[config.mk]
export PLATFORM = sky130hd
export DESIGN_NAME = chm_hash
export DESIGN_NICKNAME = d
export VERILOG_FILES = /design/src/rtl/core/chm_pkg.sv /design/src/rtl/core/chm_hash.sv
export SDC_FILE = /design/constraint.sdc
export NUM_CORES = 2
export LEC_CHECK = 0
export BUFFER_PORTS_ARGS = -buffer_cell sky130_fd_sc_hd__clkbuf_2
export CAP_MARGIN = 20
export CELL_PAD_IN_SITES_DETAIL_PLACEMENT = 0
export CELL_PAD_IN_SITES_GLOBAL_PLACEMENT = 1
export CORE_ASPECT_RATIO = 1.4
export CORE_UTILIZATION = 55
export CTS_CLUSTER_DIAMETER = 50
export CTS_CLUSTER_SIZE = 30
export DETAILED_ROUTE_END_ITERATION = 10
export PLACE_DENSITY = 0.95
export SLEW_MARGIN = 20
export SYNTH_ARGS = -nofsm -noshare
export SYNTH_HDL_FRONTEND = slang
export SYNTH_SLANG_ARGS = --single-unit
[constraint.sdc]
create_clock -name clk -period 26.3 [get_ports clk]
set_input_delay 3.945 -clock clk [delete_from_list [all_inputs] [get_ports clk]]
set_output_delay 3.945 -clock clk [all_outputs]
set_load 0.01 [all_outputs]
[src/rtl/core/chm_pkg.sv]
// ----------------------------------------------------------------------------
// chm_pkg
// Shared types and constants for the chained hash index map.
// ----------------------------------------------------------------------------
`default_nettype none

package chm_pkg;

    localparam int POOL_ENTRIES = 1024;
    localparam int MAX_CHAINS   = 256;

    localparam int IDX_W      = 10;
    localparam int LINK_W     = IDX_W + 1;
    localparam int CHAIN_W    = $clog2(MAX_CHAINS);
    localparam int KEY_W      = 64;
    localparam int LOG2_W     = 4;
    localparam int STEP_W     = $clog2(POOL_ENTRIES + 1);
    localparam int CFG_IDX_W  = 1;
    localparam int CFG_DATA_W = 64;

    // floor(log2(MAX_CHAINS)): largest usable chain_count_log2
    localparam logic [LOG2_W-1:0] LOG2_LIMIT     = LOG2_W'($clog2(MAX_CHAINS + 1) - 1);
    localparam logic [LOG2_W-1:0] LOG2_RESET     = 4'd8;
    localparam logic [LINK_W-1:0] LINK_NIL       = {LINK_W{1'b1}};
    localparam logic [LINK_W-1:0] POOL_LIMIT     = LINK_W'(POOL_ENTRIES);
    localparam logic [STEP_W-1:0] STEP_LIMIT     = STEP_W'(POOL_ENTRIES);

    localparam logic [KEY_W-1:0] MIX_C1 = 64'hff51afd7ed558ccd;
    localparam logic [KEY_W-1:0] MIX_C2 = 64'hc4ceb9fe1a85ec53;

    localparam logic REQ_INSERT = 1'b0;
    localparam logic REQ_QUERY  = 1'b1;

    localparam logic [CFG_IDX_W-1:0] CFG_HASH_SEED  = 1'd0;
    localparam logic [CFG_IDX_W-1:0] CFG_CHAIN_LOG2 = 1'd1;

    typedef enum logic [2:0] {
        ST_IDLE,
        ST_HASH,
        ST_HEAD,
        ST_LINK,
        ST_WALK,
        ST_DONE
    } map_state_t;

    typedef struct packed {
        logic             done;
        logic [KEY_W-1:0] value;
    } hash_rsp_t;

endpackage

`default_nettype wire

[src/rtl/core/chm_hash.sv]
// ----------------------------------------------------------------------------
// chm_hash
// 64-bit mix finalizer on one shared 32x32 multiplier.
// ----------------------------------------------------------------------------
`default_nettype none

module chm_hash import chm_pkg::*; (
    input  wire logic             clk,
    input  wire logic             rst_n,
    input  wire logic             start,
    input  wire logic [KEY_W-1:0] din,
    output hash_rsp_t             rsp
);

    logic             active_reg;
    logic             round_reg;
    logic             done_reg;
    logic [1:0]       step_reg;
    logic [KEY_W-1:0] x_reg;
    logic [KEY_W-1:0] acc_reg;
    logic [KEY_W-1:0] prod_reg;

    logic [KEY_W-1:0] coef;
    logic [31:0]      op_a;
    logic [31:0]      op_b;
    logic [KEY_W-1:0] mul;
    logic [KEY_W-1:0] acc_sum;
    logic [KEY_W-1:0] mixed;

    // low 64 bits of x * c: x_lo*c_lo + ((x_lo*c_hi + x_hi*c_lo) << 32)
    always_comb
    begin
        coef = round_reg ? MIX_C2 : MIX_C1;
        unique case (step_reg)
            2'd1:
            begin
                op_a = x_reg[31:0];
                op_b = coef[63:32];
            end
            2'd2:
            begin
                op_a = x_reg[63:32];
                op_b = coef[31:0];
            end
            default:
            begin
                op_a = x_reg[31:0];
                op_b = coef[31:0];
            end
        endcase
        mul     = {32'd0, op_a} * {32'd0, op_b};
        acc_sum = acc_reg + {prod_reg[31:0], 32'd0};
        mixed   = acc_sum ^ (acc_sum >> 33);
    end

    always_ff @(posedge clk or negedge rst_n)
    begin
        if (!rst_n)
        begin
            active_reg <= 1'b0;
            round_reg  <= 1'b0;
            done_reg   <= 1'b0;
            step_reg   <= 2'd0;
        end
        else
        begin
            done_reg <= 1'b0;
            if (start)
            begin
                active_reg <= 1'b1;
                round_reg  <= 1'b0;
                step_reg   <= 2'd0;
            end
            else if (active_reg)
            begin
                step_reg <= step_reg + 2'd1;
                if (step_reg == 2'd3)
                begin
                    if (round_reg)
                    begin
                        active_reg <= 1'b0;
                        done_reg   <= 1'b1;
                    end
                    round_reg <= 1'b1;
                end
            end
        end
    end

    always_ff @(posedge clk)
    begin
        if (start)
        begin
            x_reg <= din ^ (din >> 33);
        end
        else if (active_reg)
        begin
            prod_reg <= mul;
            unique case (step_reg)
                2'd0: acc_reg <= acc_reg;
                2'd1: acc_reg <= prod_reg;
                2'd2: acc_reg <= acc_sum;
                2'd3: x_reg   <= mixed;
            endcase
        end
    end

    assign rsp.done  = done_reg;
    assign rsp.value = x_reg;

endmodule

`default_nettype wire

## Word level (Yosys, flattened, before mapping)

Index checks and enable logic that the tools add are counted.

| cells by class | value |
|---|---|
| equality and inequality tests | 3 |
| multiplexer cells | 20 |
| multipliers | 1 |
| bitwise logic cells | 3 |
| $add $sub $neg | 2 |
| reduce and logical (&&, ||, !) cells | 6 |

Operator list:

| operator | count |
|---|---|
| two-way mux 64 bit | 3 |
| one-hot mux 64 bit (2 select lines) | 1 |
| bitwise XOR 64 x 31 -> 64 bit | 2 |
| adder 64 bit | 1 |
| multiplier 32 x 32 -> 64 bit | 1 |
| two-way mux 32 bit | 2 |
| two-way mux 62 bit | 1 |
| two-way mux 1 bit | 11 |
| nonzero test 2 bit | 3 |
| equality test 2 bit (second input constant) | 2 |
| two-way mux 2 bit | 2 |
| AND reduction 2 bit | 2 |
| AND reduction 3 bit | 1 |
| adder 2 x 1 -> 2 bit (second input constant) | 1 |
| equality test 2 x 1 -> 1 bit (second input constant) | 1 |
| inverter 1 bit | 1 |

| storage, ports and cells | value |
|---|---|
| register bits | 197 |
| output and inout bits | 65 |
| bits of input ports | 67 |

## Depth between registers and ports, before layout

| depth | value |
|---|---|
| depth in word-level cells | 5 |
| mapped depth | 36 |
| gate-level depth less buffers | 33 |

## Worst setup path before layout

No wires, ideal clock.

| timing path | value |
|---|---|
| path type | register to register |
| start point | reg step_reg[0] |
| end point | reg prod_reg[58] (data pin) |
| setup time | 0.256 ns |
| arrival time | 9.037 ns |
| required time | 26.044 ns |
| buffers on the path | 5 |
| period minus slack after synthesis | 9.293 ns |
| slack | 17.007 ns |
| stages on the path, launching flop included | 35 |
| cell sequence | dfrtp_1 > inv_1 > ha_1 > buf_2 > buf_2 > buf_1 > buf_2 > mux2_2 > nand2b_1 > inv_1 > fa_1 > fa_1 > fa_1 > inv_1 > fa_1 > inv_1 > fa_1 > inv_1 > fa_1 > inv_1 > fa_1 > inv_1 > fa_1 > inv_1 > ha_1 > clkbuf_1 > a21o_1 > a21o_1 > a21o_1 > a31oi_2 > o41ai_4 > a21oi_2 > o21ai_1 > or4_1 > and4_1 |

| between the ends | value |
|---|---|
| longest elaborated chain between the ends | 3 |
| elaborated cells on any way between the ends | 5 |
| classes of those cells | mul: 1; eq/ne: 2; mux: 2 |

Ends and longest elaborated chain:

| what | line | text |
|---|---|---|
| start, declared | chm_hash.sv:18 | `logic [1:0] step_reg;` |
| start signal, assigned | chm_hash.sv:76 | `step_reg <= step_reg + 2'd1;` |
| equality test 2 bit / equality test 2 x 1 -> 1 bit (equally long branches) | chm_hash.sv:34 | `unique case (step_reg)` |
| two-way mux 32 bit | chm_hash.sv:34 |  |
| multiplier 32 x 32 -> 64 bit * | chm_hash.sv:51 | `mul = {32'd0, op_a} * {32'd0, op_b};` |
| named net mul[58] | chm_hash.sv:26 | `logic [KEY_W-1:0] mul;` |
| end signal, assigned | chm_hash.sv:98 | `prod_reg <= mul;` |
| end, declared | chm_hash.sv:21 | `logic [KEY_W-1:0] prod_reg;` |

The timed path passes the listed nets; every way through them passes the cells marked *.
A chain may end at the register's enable or synchronous reset.

## Final worst setup path

Same ends and word-level chain as after synthesis.

==> flow_summary.yaml <==
timing:
  worst-slew-pin-transition_ps: 986
  slew_headroom_pct: 34.0
  finalSetupTns_ps: 0
  max_clock_freq_ghz: 0.0930
  setup_viol: 0
  hold_viol: 0
  drv_slew: 0
  fin_crit_sh_pct: 40.9
  fin_crit_ps: 10750
  rsz0062_at_grt: "false"
  clock_skew_ps: 15.5
die:
  initial_core_util_pct: 55.9
  die_area_mm2: 0.0730
  fp.dieW_um: 229
  die_height_um: 319
  num_rows: 115
  io_pins: 132
  coreArea_mm2: 0.0706
final_layout:
  area_delta_synth_final_pct: 6.26
  drive_gt1_share_pct: 7.88
  fin_nets: 5228
clock_network:
  clock_path_buffers: 2
  cts_tree: "built"
  numCtsBuffers: 17
  post-cts-setup-buffers: 0
  root_buffer: "clkbuf_16"
  postCtsHoldBufs: 0
  clk_pin_slew_ps: 70
  htree_num_levels: 4
  clkSinkCount: 197
  cts_resized: 0
  clk_latency_ps: 450
worst_setup_path:
  required_ps: 26500
  path_max_fanout: 65
  crit_start: "step_reg[0]"
  r2r-start: "step_reg[0]"
  cpPeakStageDelay_ps: 840
  critical_path_class: "flop to flop"
  end_kind: "flop"
  critPathArrivalTime_ps: 10960
  reg2reg_slack_ps: 15550
  start_kind: "flop"
  cp_common_cell: "fa_1"
  slowest_stage: "fa_1"
placed_design:
  io_buffers: 131
  hpwl_mm: 107
  gp_congestion: 1.06
routing:
  viasPerCell: 5.83
  drt_iter0_drc: 2330
  wl_per_cell_um: 25.3
  drtAntennaViolNets: 0
  drt_drc_violations_left: 0
  dr_total_vias: 28800
  first_pass_iters: 7
  wirelength_mm: 125
hold_path:
  min_path_type: "flop to flop"
  hp-start: "prod_reg[54]"
grt:
  grt_start_max_net_pins: 69
  overflow: 0
  grt.total_usage_pct: 35.4
  grt_pass1_wl_mm: 188
  grt_pass1_vias: 30700
  antenna_found_initial: 3
synthesis:
  syn-cell-area_mm2: 0.0395
  synth-seq-area-share_pct: 14.9
  syn-num-nets: 5146
  synth_warnings: 0
  synth.distinct_cells: 66
  postSynth.asyncResetShare_pct: 2.54
  synthFlopType: "edfxtp_1"
  syn_inst: 3917
  ys_ff_latch: 197
  synth_edf_count: 192
  synth.avg_cell_area_um2: 10.1
job:
  drv_cap: 0
run_status:
  status: "completed"
## routing by layer
metal,track usage [%],wire [um],share of wire [%],up-vias
met5,0,18,0.014,-
met3,4.32,7740,6.2,513
li1,-,-,-,12300
met2,59.3,61400,49,1427
met4,30.6,13300,11,2
met1,40.1,42700,34,14600
## synthesized netlist by cell type, types with 10 or more instances
| cell type | count | area (um^2) |
|---|---|---|
| buf_1 | 10 | 37.5 |
| o21bai_1 | 24 | 180 |
| mux2i_1 | 24 | 240 |
| inv_1 | 940 | 3530 |
| nand4_1 | 16 | 100 |
| clkbuf_1 | 97 | 364 |
| nor2b_1 | 52 | 325 |
| nand2b_1 | 51 | 319 |
| fa_1 | 781 | 15600 |
| nor3_1 | 32 | 160 |
| a21o_1 | 103 | 773 |
| xor2_1 | 90 | 788 |
| edfxtp_1 | 192 | 5770 |
| nand3_1 | 25 | 125 |
| nand2_1 | 199 | 747 |
| xnor2_1 | 134 | 1170 |
| a21oi_1 | 142 | 711 |
| nor2_1 | 254 | 953 |
| mux2_2 | 69 | 777 |
| ha_1 | 381 | 4770 |
| and2_1 | 46 | 288 |
| or2_2 | 15 | 93.8 |
| o21ai_0 | 101 | 505 |
| and3_1 | 23 | 144 |
## layout make-up
class | count | area (um^2)
Timing Repair Buffer | 176 | 1000
Clock buffer | 19 | 433
Fill cell | 6044 | 28700
Clock inverter | 13 | 251
Sequential cell | 197 | 5890
Antenna cell | 1 | 2.50
Tap cell | 936 | 1170
Inverter | 946 | 3550
Multi-Input combinational cell | 2661 | 29700
## worst max-delay path, delay by kind of cell, from the launching register on
kind	cells	cell delay [ps]
compound gates	4	970
fa+ha+maj	10	5320
buf+inv	9	2130
flops	1	450
mux	1	290
simple gates	5	1250
## kinds of logic after synthesis
logic type / after synthesis / synth area share (%)
mux: 93 / 2.57
other cells: 1 / 0.00949
fa+ha+maj: 1170 / 51.8
buf+inv: 1059 / 10.1
flops: 197 / 14.9
simple gates: 724 / 8.44
compound gates: 447 / 7.09
xor+xnor: 226 / 5.08
## per-stage QoR
stage / worst slack (ps) / std cells / util, % / area (um^2) / hold slack (ps)
after global placement: 15720 / 4914 / 58.4 / 41300 / 530
after global routing: 15210 / 4948 / 59.4 / 42000 / 561
after floorplan: 17010 / 3917 / - / 39500 / 525
final: 15550 / 4949 / 59.4 / 42000 / 555
after CTS: 15760 / 4948 / 59.4 / 42000 / 559
after detailed placement: 15830 / 4916 / 58.5 / 41300 / 542
## final timing paths
path / to / cells after the start
max reg2reg: prod_reg[58] / 29
min reg2reg: acc_reg[54] / 1
max: prod_reg[58] / 29
min in group asynchronous: step_reg[1] / 1
max in group asynchronous: round_reg / 1
min: acc_reg[54] / 1
## layout by cell type, fill, tap and decap left out, types with 31 or more instances in the layout
master    netlist  routed
fa_1          781     781
inv_1         940     939
o21ai_0       101     101
buf_4           1      44
a21oi_1       142     142
a21o_1        103     102
ha_1          381     378
edfxtp_1      192     192
nor2b_1        52      51
clkbuf_2        0     130
xnor2_1       134     134
and2_1         46      46
xor2_1         90      90
mux2_2         69      69
nand2b_1       51      51
nor3_1         32      31
nor2_1        254     252
nand2_1       199     198
Power is left out: the tool's default activity adds up to more than one toggle a clock period on the data nets, which glitch-free logic cannot reach.
